[src/rtl/crc_fac_pkg.sv]
// package for the crc16 frame append/check block
// holds the result item type, action codes and the crc-16/arc byte update
// no dependencies
`default_nettype none

package crc_fac_pkg;

   // action codes, latched from the first byte of a frame
   localparam logic ACT_GENERATE = 1'b0;
   localparam logic ACT_CHECK    = 1'b1;

   // delay line holds the two trailer candidates
   localparam logic [1:0] HELD_FULL = 2'd2;

   // one input item produces up to this many result items
   localparam int MAX_RESULTS = 3;

   // default depth of the result queue
   localparam int QUEUE_DEPTH_DEF = 4;

   // reflected crc-16 polynomial and initial value
   localparam logic [15:0] CRC_POLY = 16'hA001;
   localparam logic [15:0] CRC_INIT = 16'h0000;

   // one result item
   typedef struct packed {
      logic [7:0] out_byte;
      logic       has_byte;
      logic       frame_end;
      logic       crc_match;
      logic       too_short;
   } rsp_type;

   // the result items of one input item, packed from slot 0
   typedef struct packed {
      logic [1:0]  count;
      rsp_type [MAX_RESULTS-1:0] slot;
   } rsp_set_type;

   // crc-16/arc update for one byte, lsb first
   function automatic logic [15:0] crc_update(input logic [15:0] crc, input logic [7:0] data);
      logic [15:0] c;
      c = crc ^ {8'h00, data};
      for (int i = 0; i < 8; i++) begin
         if (c[0]) begin
            c = (c >> 1) ^ CRC_POLY;
         end else begin
            c = c >> 1;
         end
      end
      return c;
   endfunction

endpackage

`default_nettype wire

[src/rtl/crc16_frame_append_check_top.sv]
// top level of the crc16 frame append/check block
// instantiates the frame state and the result queue
// depends on crc_fac_pkg, crc_fac_frame, crc_fac_queue
//
// Usage: frame bytes enter on the req_ channel one item per cycle while
// req_stall is low, with req_frame_last on the final byte and req_action
// (0 generate, 1 check) taken from the first byte of each frame. The last
// two bytes of a frame are trailer positions held back in a two-byte delay.
// Each req_ item yields zero to three rsp_ items: in generate mode the
// frame with the trailer replaced by the CRC-16/ARC, high byte first; in
// check mode one item at frame end with rsp_crc_match; a frame of one byte
// gives one item with rsp_too_short.
// Results of an item enter the registered result queue on acceptance.
// Throughput: one req_ item per cycle while each yields at most one result
// and rsp_stall is low; the rsp_ channel moves one item per cycle. A result
// queue of QUEUE_DEPTH items sets this: req_stall rises when it cannot take
// three more items. Reset clears frame state and empties the queue. A
// stalled rsp_ channel holds its item and backs up into req_stall once the
// queue fills.
`default_nettype none

module crc16_frame_append_check_top #(
   parameter int QUEUE_DEPTH = crc_fac_pkg::QUEUE_DEPTH_DEF
) (
   input  wire logic       clock,
   input  wire logic       reset,
   input  wire logic       req_valid,
   output logic            req_stall,
   input  wire logic       req_action,
   input  wire logic [7:0] req_in_byte,
   input  wire logic       req_frame_last,
   output logic            rsp_valid,
   input  wire logic       rsp_stall,
   output logic [7:0]      rsp_out_byte,
   output logic            rsp_has_byte,
   output logic            rsp_frame_end,
   output logic            rsp_crc_match,
   output logic            rsp_too_short
);

   logic                       accept;
   logic                       queue_full;
   crc_fac_pkg::rsp_set_type   rsp_set;
   crc_fac_pkg::rsp_type       rsp_item;

   // input handshake
   assign req_stall = queue_full;
   assign accept    = req_valid && !queue_full;

   crc_fac_frame u_frame (
      .clock      (clock),
      .reset      (reset),
      .accept     (accept),
      .action     (req_action),
      .in_byte    (req_in_byte),
      .frame_last (req_frame_last),
      .rsp_set    (rsp_set)
   );

   crc_fac_queue #(
      .QUEUE_DEPTH (QUEUE_DEPTH)
   ) u_queue (
      .clock     (clock),
      .reset     (reset),
      .push_set  (rsp_set),
      .full      (queue_full),
      .rsp_valid (rsp_valid),
      .rsp_stall (rsp_stall),
      .rsp_item  (rsp_item)
   );

   // result fields
   assign rsp_out_byte  = rsp_item.out_byte;
   assign rsp_has_byte  = rsp_item.has_byte;
   assign rsp_frame_end = rsp_item.frame_end;
   assign rsp_crc_match = rsp_item.crc_match;
   assign rsp_too_short = rsp_item.too_short;

endmodule

`default_nettype wire

[src/rtl/crc_fac_frame.sv]
// frame state for the crc16 frame append/check block
// tracks the trailer delay line and the running crc, forms the result set of each item
// depends on crc_fac_pkg
`default_nettype none

module crc_fac_frame (
   input  wire logic                      clock,
   input  wire logic                      reset,
   input  wire logic                      accept,
   input  wire logic                      action,
   input  wire logic [7:0]                in_byte,
   input  wire logic                      frame_last,
   output crc_fac_pkg::rsp_set_type       rsp_set
);

   logic        in_frame_ff, in_frame_in;
   logic        mode_ff, mode_in;
   logic [1:0]  cnt_ff, cnt_in;
   logic [15:0] crc_ff, crc_in;
   logic [7:0]  held0_ff, held0_in;
   logic [7:0]  held1_ff, held1_in;

   logic        mode;
   logic [1:0]  cnt_cur;
   logic [1:0]  cnt_upd;
   logic [15:0] crc_cur;
   logic [15:0] crc_upd;
   logic        leave;
   logic        emit_leave;
   logic [1:0]  end_count;
   crc_fac_pkg::rsp_type leave_rsp;
   crc_fac_pkg::rsp_type end0_rsp;
   crc_fac_pkg::rsp_type end1_rsp;

   // effective frame state, a new frame starts from reset values
   always_comb begin
      mode    = in_frame_ff ? mode_ff : action;
      cnt_cur = in_frame_ff ? cnt_ff  : 2'd0;
      crc_cur = in_frame_ff ? crc_ff  : crc_fac_pkg::CRC_INIT;
      leave   = (cnt_cur == crc_fac_pkg::HELD_FULL);
   end

   // delay line shift and crc over the byte leaving it
   always_comb begin
      held0_in = held0_ff;
      held1_in = held1_ff;
      crc_upd  = crc_cur;
      cnt_upd  = cnt_cur;
      if (leave) begin
         crc_upd  = crc_fac_pkg::crc_update(crc_cur, held0_ff);
         held0_in = held1_ff;
         held1_in = in_byte;
      end else begin
         if (cnt_cur == 2'd0) begin
            held0_in = in_byte;
         end else begin
            held1_in = in_byte;
         end
         cnt_upd = cnt_cur + 2'd1;
      end
      if (!accept) begin
         held0_in = held0_ff;
         held1_in = held1_ff;
      end
   end

   // result items of this byte
   always_comb begin
      emit_leave = leave && (mode == crc_fac_pkg::ACT_GENERATE);
      leave_rsp  = '{out_byte: held0_ff, has_byte: 1'b1, frame_end: 1'b0,
                     crc_match: 1'b0, too_short: 1'b0};
      end0_rsp   = '0;
      end1_rsp   = '0;
      end_count  = 2'd0;
      if (frame_last) begin
         if (cnt_upd != crc_fac_pkg::HELD_FULL) begin
            end0_rsp.frame_end = 1'b1;
            end0_rsp.too_short = 1'b1;
            end_count = 2'd1;
         end else if (mode == crc_fac_pkg::ACT_GENERATE) begin
            end0_rsp.out_byte  = crc_upd[15:8];
            end0_rsp.has_byte  = 1'b1;
            end1_rsp.out_byte  = crc_upd[7:0];
            end1_rsp.has_byte  = 1'b1;
            end1_rsp.frame_end = 1'b1;
            end_count = 2'd2;
         end else begin
            end0_rsp.frame_end = 1'b1;
            end0_rsp.crc_match = ({held0_in, held1_in} == crc_upd);
            end_count = 2'd1;
         end
      end
      if (emit_leave) begin
         rsp_set.slot[0] = leave_rsp;
         rsp_set.slot[1] = end0_rsp;
         rsp_set.slot[2] = end1_rsp;
         rsp_set.count   = end_count + 2'd1;
      end else begin
         rsp_set.slot[0] = end0_rsp;
         rsp_set.slot[1] = end1_rsp;
         rsp_set.slot[2] = '0;
         rsp_set.count   = end_count;
      end
      if (!accept) begin
         rsp_set.count = 2'd0;
      end
   end

   // next frame state, a frame end returns to reset values
   always_comb begin
      in_frame_in = in_frame_ff;
      mode_in     = mode_ff;
      cnt_in      = cnt_ff;
      crc_in      = crc_ff;
      if (accept) begin
         if (frame_last) begin
            in_frame_in = 1'b0;
            mode_in     = crc_fac_pkg::ACT_GENERATE;
            cnt_in      = 2'd0;
            crc_in      = crc_fac_pkg::CRC_INIT;
         end else begin
            in_frame_in = 1'b1;
            mode_in     = mode;
            cnt_in      = cnt_upd;
            crc_in      = crc_upd;
         end
      end
   end

   // control state
   always_ff @(posedge clock) begin
      if (reset) begin
         in_frame_ff <= 1'b0;
         mode_ff     <= crc_fac_pkg::ACT_GENERATE;
         cnt_ff      <= 2'd0;
         crc_ff      <= crc_fac_pkg::CRC_INIT;
      end else begin
         in_frame_ff <= in_frame_in;
         mode_ff     <= mode_in;
         cnt_ff      <= cnt_in;
         crc_ff      <= crc_in;
      end
   end

   // delay line bytes, held while no item is accepted
   always_ff @(posedge clock) begin
      held0_ff <= held0_in;
      held1_ff <= held1_in;
   end

endmodule

`default_nettype wire

[src/rtl/crc_fac_queue.sv]
// result queue for the crc16 frame append/check block
// takes up to three result items per cycle and hands out one per handshake
// depends on crc_fac_pkg
`default_nettype none

module crc_fac_queue #(
   parameter int QUEUE_DEPTH = crc_fac_pkg::QUEUE_DEPTH_DEF
) (
   input  wire logic                      clock,
   input  wire logic                      reset,
   input  wire crc_fac_pkg::rsp_set_type  push_set,
   output logic                           full,
   output logic                           rsp_valid,
   input  wire logic                      rsp_stall,
   output crc_fac_pkg::rsp_type           rsp_item
);

   localparam int PtrWidth = (QUEUE_DEPTH > 1) ? $clog2(QUEUE_DEPTH) : 1;
   localparam int CntWidth = $clog2(QUEUE_DEPTH + 1);
   localparam int SumWidth = PtrWidth + 2;
   localparam int MaxRes   = crc_fac_pkg::MAX_RESULTS;

   crc_fac_pkg::rsp_type entries_ff [QUEUE_DEPTH];
   logic [PtrWidth-1:0]  wr_ptr_ff, wr_ptr_in;
   logic [PtrWidth-1:0]  rd_ptr_ff, rd_ptr_in;
   logic [CntWidth-1:0]  count_ff, count_in;
   logic [PtrWidth-1:0]  wr_addr [MaxRes];
   logic                 pop;

   // pointer plus offset with wrap at the queue depth
   function automatic logic [PtrWidth-1:0] ptr_add(input logic [PtrWidth-1:0] ptr,
                                                   input logic [1:0] offs);
      logic [SumWidth-1:0] sum;
      sum = SumWidth'(ptr) + SumWidth'(offs);
      if (sum >= SumWidth'(QUEUE_DEPTH)) begin
         sum = sum - SumWidth'(QUEUE_DEPTH);
      end
      return sum[PtrWidth-1:0];
   endfunction

   // handshake and head item
   assign rsp_valid = (count_ff != '0);
   assign pop       = rsp_valid && !rsp_stall;
   assign rsp_item  = entries_ff[rd_ptr_ff];
   assign full      = (count_ff > CntWidth'(QUEUE_DEPTH - MaxRes));

   // write addresses of the pushed items
   always_comb begin
      for (int i = 0; i < MaxRes; i++) begin
         wr_addr[i] = ptr_add(wr_ptr_ff, 2'(i));
      end
   end

   // pointer and fill count update
   always_comb begin
      wr_ptr_in = ptr_add(wr_ptr_ff, push_set.count);
      rd_ptr_in = pop ? ptr_add(rd_ptr_ff, 2'd1) : rd_ptr_ff;
      count_in  = count_ff + CntWidth'(push_set.count) - CntWidth'(pop);
   end

   always_ff @(posedge clock) begin
      if (reset) begin
         wr_ptr_ff <= '0;
         rd_ptr_ff <= '0;
         count_ff  <= '0;
      end else begin
         wr_ptr_ff <= wr_ptr_in;
         rd_ptr_ff <= rd_ptr_in;
         count_ff  <= count_in;
      end
   end

   // item storage
   always_ff @(posedge clock) begin
      for (int i = 0; i < MaxRes; i++) begin
         if (2'(i) < push_set.count) begin
            entries_ff[wr_addr[i]] <= push_set.slot[i];
         end
      end
   end

endmodule

`default_nettype wire

[config.mk]
export PLATFORM = sky130hd
export DESIGN_NAME = crc16_frame_append_check_top
export DESIGN_NICKNAME = d
export VERILOG_FILES = /design/src/rtl/crc_fac_pkg.sv /design/src/rtl/crc16_frame_append_check_top.sv /design/src/rtl/crc_fac_frame.sv /design/src/rtl/crc_fac_queue.sv
export SDC_FILE = /design/constraint.sdc
export NUM_CORES = 1
export LEC_CHECK = 0
export BUFFER_PORTS_ARGS = -buffer_cell sky130_fd_sc_hd__buf_2
export CAP_MARGIN = 0
export CORE_ASPECT_RATIO = 1.2
export CORE_MARGIN = 2
export CORE_UTILIZATION = 55
export CTS_CLUSTER_DIAMETER = 120
export DETAILED_ROUTE_END_ITERATION = 6
export PLACE_DENSITY = 0.73
export SLEW_MARGIN = 20
export SYNTH_ARGS = -nofsm -noshare
export SYNTH_HDL_FRONTEND = slang
export SYNTH_SLANG_ARGS = --single-unit
[constraint.sdc]
create_clock -name clock -period 8.5 [get_ports clock]
set_input_delay 1.7 -clock clock [delete_from_list [all_inputs] [get_ports clock]]
set_output_delay 1.7 -clock clock [all_outputs]
set_load 0.02 [all_outputs]
Yosys cells after proc, flatten, opt, wreduce, memory -nomap -nowiden
Memories as Yosys holds them, arrays and structs flattened. A register that Yosys moved wholly into a read port is not among the register bits.
Cells that the tools add are included.

operators by class
  reductions and logical operators = 7
  equal/unequal tests = 3
  order comparisons = 9
  bitwise gates (word level) = 10
  add/subtract/negate cells = 13
  mux-type cells = 58

operator list
  kind                                                               count
  two-way mux 16 bit                                                 18
  two-way mux 8 bit                                                  6
  two-way mux 38 bit                                                 1
  two-way mux 10 bit                                                 3
  two-way mux 2 bit                                                  15
  inverter 2 -> 3 bit                                                8
  two-way mux 9 bit                                                  2
  == test 16 bit                                                     1
  bitwise XOR 16 x 8 -> 16 bit                                       1
  greater-or-equal comparator 3 bit, second input constant           4
  two-way mux 1 bit                                                  12
  two-way mux 12 bit                                                 1
  subtractor 2 x 1 -> 2 bit, second input constant                   5
  adder 2 x 1 -> 3 bit, second input constant                        2
  adder 2 x 1 -> 2 bit, second input constant                        2
  less-than comparator 1 x 2 -> 1 bit, first input constant          2
  adder 2 x 2 -> 3 bit                                               1
  adder 2 x 2 -> 3 bit, second input constant                        1
  adder 3 x 2 -> 3 bit                                               1
  greater-or-equal comparator 2 x 3 -> 1 bit, second input constant  1
  > comparator 3 x 1 -> 1 bit, second input constant                 1
  logical AND 1 bit                                                  3
  nonzero test 3 bit                                                 1
  subtractor 3 x 1 -> 3 bit                                          1
  6 further kinds                                                    7

word-level totals
  memories = 1
  bits of input ports = 14
  logic and storage cells = 110
  flip-flop bits (word level) = 43
  bits in writable memories = 48

memory list
  memory              depth  bits a word  read ports  clocked after Yosys merged registers in  write ports  line                 RTL
  u_queue.entries_ff  4      12           1           1                                        3            crc_fac_queue.sv:23  crc_fac_pkg::rsp_type entries_ff [QUEUE_DEPTH];

Logic depth before layout (Yosys ltp)
  depth after elaboration = 35
  depth in mapped cells = 21

Modules after synthesis
A second synthesis with hierarchy kept.

second synthesis, totals
  cell total of the unflattened synthesis = 683
  area, all modules = 5964.5 µm²

modules (own cells, without submodules)
  module                        sequential area each (µm²)  instances  cells each  area each (µm²)
  crc_fac_queue                 1621.6                      1          342         3275.6
  crc_fac_frame                 720.7                       1          340         2675.1
  crc16_frame_append_check_top  0.0                         1          1           13.8

Least setup slack after synthesis
Ideal clock, no wire load.

  path kind = register to register
  start point = reg u_frame.in_frame_ff
  end point = mem u_queue.entries_ff[1][10] (netlist bit) (enable)
  cell stages (with the launch flop) = 19
  data required time = 8155 ps
  data arrival time = 4204 ps
  period minus slack after synthesis = 4548 ps
  setup time = 345 ps
  buffers on the path = 10
  setup slack = 3952 ps
  path through = dfxtp_1 -> clkbuf_1 -> clkbuf_1 -> buf_2 -> buf_2 -> buf_1 -> nand2_1 -> inv_1 -> ha_1 -> buf_2 -> buf_1 -> buf_2 -> buf_1 -> clkbuf_1 -> a22oi_1 -> nor2_1 -> a21o_1 -> nor2b_1 -> or2_1

RTL lines
  what                      line                  RTL
  start: declaration        crc_fac_frame.sv:16   logic in_frame_ff, in_frame_in;
  start signal: assignment  crc_fac_frame.sv:138  in_frame_ff <= in_frame_in;
  end: declaration          crc_fac_queue.sv:23

==> results.toml <==
[worst_hold_path]
hold_end = "u_queue.entries_ff[2][1]$_SDFFE_PP0P_"
hold_path_depth = 2
hp-start = "u_queue.entries_ff[2][1]$_SDFFE_PP0P_"
holdCritPathClass = "reg2reg"

[yosys]
synth-async-reset-ratio_pct = 0
ys_warn_count = 0
syn_area_mm2 = 0.006045
synth_cells = 689
syn_area_per_cell_um2 = 8.773
yosysSeqAreaShare_pct = 37.42
synth_cell_type_count = 64
synth_nets = 711
synth_top_flop_cell = "dfxtp_1"
synth_edf_count = 40
synth-seq-cells = 93

[floorplanning]
start_util_pct = 56.92
die-area_mm2 = 0.01185
rows = 41
core_mm2 = 0.01062
ioPinCount = 28
die_h_um = 118.8
die_w_um = 99.70

[timing]
tightest_slew_ns = 1.128
max_freq_ghz = 0.2089
final.setup.tns_ns = 0
final_hold_viol_count = 0
setup_viol = 0
period_minus_slack_ns = 4.787
finalCritPeriodShare_pct = 56.32
finClkSkew_ns = 0.009910
drv_slew = 0
slew_headroom_pct = 24.25
rsz0062_at_grt = "false"

[setup_path]
worst_ep_required_time_ns = 8.78
crit_type = "in2reg"
crit_fanout = 38
cp_slowest_cell = "nor2_1"
start_kind = "primary input"
crit_chain = "buf_2 -> or3b_1 -> buf_4 -> nor2_1 -> a221oi_1 -> or4_1 -> or4_4 -> a2111oi_4 -> o2111ai_2 -> o21ai_1"
r2r-end = "u_queue.entries_ff[3][1]$_SDFFE_PP0P_"
r2r_slack_ns = 4.14
end_kind = "flop"
reg2reg_from = "u_frame.in_frame_ff$_SDFFE_PP0P_"
crit_path_max_incr_delay_ns = 0.57
reg2reg_depth = 12
critPathArrivalTime_ns = 5.07

[detailed_routing]
initialDrtViolationCount = 382
wl_per_cell_um = 19.67
viasPerCell = 6.508
route.detailed.drc = 0
first_pass_iters = 5
via_count = 5343
finalWirelength_um = 16150
ant_nets = 0

[final_layout]
nets = 709
drive_gt1_share_pct = 11.56
n_antenna_cell = 0
area_growth_pct = 7.162
stdcell_count = 821

[placed_design]
hpwl_um = 11750
io_buffer_count = 27
routabilityCongestion = 0.9416
placed_cells = 805

[global_route]
grt_pass1_wl_um = 26120
grt_use_total_pct = 28.12
antenna_found_initial = 0
grt_pass1_vias = 5046
overflow = 0
grt_max_degree = 72

[pwr]
p_per_area_mw_per_mm2 = 261.3
peakVddDrop_mv = 0.2150
power_leakage_nw = 2.354

[clocking]
clockRootBuffer = "clkbuf_16"
cts_setup_buffers = 0
clock_tree.buffer_depth = 2
cts.sinks = 93
cts_inserted_buffers = 9
clkTransAtPathRegs_ns = 0.06
ctsResizeCount = 0
htree_levels = 3
clk-insertion-delay-late_ns = 0.35
hold_buffers = 0
cts_tree = "yes"

[outcome]
status = "finished, final reports clean"

[job]
max_cap_viol_count = 0
==> power breakdown <==
group / internal (mW) / switching (mW)
clock network: 0.209 / 0.167
logic: 0.294 / 0.404
registers: 0.534 / 0.0858
total: 1.04 / 0.656
==> how the worst max path moves through the flow <==
stage | from | end | cells past startpoint
final | req_valid | u_queue.entries_ff[3][1]$_SDFFE_PP0P_ | 10
after global routing | req_valid | u_queue.entries_ff[0][1]$_SDFFE_PP0P_ | 10
after CTS | req_valid | u_queue.entries_ff[3][1]$_SDFFE_PP0P_ | 10
after detailed placement | req_valid | u_queue.entries_ff[3][1]$_SDFFE_PP0P_ | 10
after global placement | req_valid | u_queue.entries_ff[0][1]$_SDFFE_PP0P_ | 10
after floorplan | u_frame.in_frame_ff$_SDFFE_PP0P_ | u_queue.entries_ff[1][10]$_DFFE_PP_ | 18
==> flip-flops by register name, indices dropped and copies added (netlist names), named ones only <==
name / cells
u_queue.entries_ff: 48
u_frame.crc_ff: 16
u_frame.held0_ff: 8
u_frame.held1_ff: 8
u_queue.count_ff: 3
u_frame.cnt_ff: 2
u_queue.rd_ptr_ff: 2
u_queue.wr_ptr_ff: 2
u_frame.in_frame_ff: 1
u_frame.mode_ff: 1
==> worst max-delay path, delay by kind of cell <==
kind / cells / cell delay, ns
AND/OR/NAND/NOR: 4 / 2.02
AO/OA/AOI/OAI: 4 / 1.00
buffers and inverters: 2 / 0.34
==> synthesized netlist by cell type (8+ instances only) <==
master | instances | share of area, %
nor3_1 | 14 | 1.2
o21ai_1 | 35 | 2.9
o21ai_0 | 19 | 1.6
buf_1 | 8 | 0.50
nand3_1 | 23 | 1.9
dfxtp_1 | 53 | 18
edfxtp_1 | 40 | 20
a22oi_1 | 19 | 2.4
mux4_2 | 12 | 4.5
a32oi_1 | 9 | 1.3
xnor2_1 | 19 | 2.8
nor2b_1 | 12 | 1.2
clkbuf_1 | 30 | 1.9
nor2_1 | 61 | 3.8
a211oi_1 | 13 | 1.6
or3_1 | 8 | 0.83
mux2i_1 | 24 | 4.0
a21oi_1 | 36 | 3.0
inv_1 | 13 | 0.81
nand2_1 | 95 | 5.9
xor2_1 | 24 | 3.5
==> layout make-up <==
cell class	count	area, um^2
fillers	933	4141
multi-input cells	530	3520
flip-flops and latches	93	2262
clock buffers	12	250.2
repair buffers	34	187.7
well taps	129	161.4
inverters	19	71.32
clock inverters	4	25.02
==> through the flow <==
stage / instance area [um^2] / hold WS (ns) / total power [mW] / utilization [%] / worst slack, ns
floorplan: 6045 / 0.4198 / 1.150 / - / 3.952
global placement: 6200 / 0.4374 / 1.296 / 58.38 / 3.369
detailed placement: 6200 / 0.4453 / 1.315 / 58.38 / 3.336
CTS: 6475 / 0.4539 / 1.688 / 60.98 / 3.674
global route: 6477 / 0.4757 / 1.776 / 61.00 / 3.421
finish: 6477 / 0.4533 / 1.693 / 61.00 / 3.713
==> layer usage <==
layer | routed length [um] | track usage [%]
met3 | 1228 | 5.751
met5 | 0 | 0
met1 | 6657 | 36.74
met4 | 543 | 11.30
met2 | 7716 | 45.61
==> cell usage in the layout (no fill, tap or decap), types with 4 or more instances in the layout <==
cell and n:
nand2_1 95, nor2_1 60, dfxtp_1 53, edfxtp_1 40, a21oi_1 36, o21ai_1 35, buf_2 27, mux2i_1 24
xor2_1 24, nand3_1 23, o21ai_0 19, a22oi_1 19, xnor2_1 19, nor3_1 14, inv_1 13, a211oi_1 13
nor2b_1 12, mux4_2 12, a32oi_1 9, clkbuf_16 9, or3_1 8, a21o_1 7, nand4_1 7, a31oi_1 7
buf_4 7, and3_1 6, ha_1 6, inv_2 5, or2_2 4, mux2_2 4, nand2b_1 4, and2_1 4
nand3b_1 4, o211ai_1 4, a221oi_1 4
==> cells by family after synthesis <==
family,count (synthesis),synth area share (%)
simple gates,253,19.27
compound gates,180,19.71
flops,93,37.42
buf+inv,66,4.512
xor+xnor,47,7.742
mux,42,9.563
fa+ha+maj,8,1.780
No activity file was read; power rests on OpenSTA's default activity.
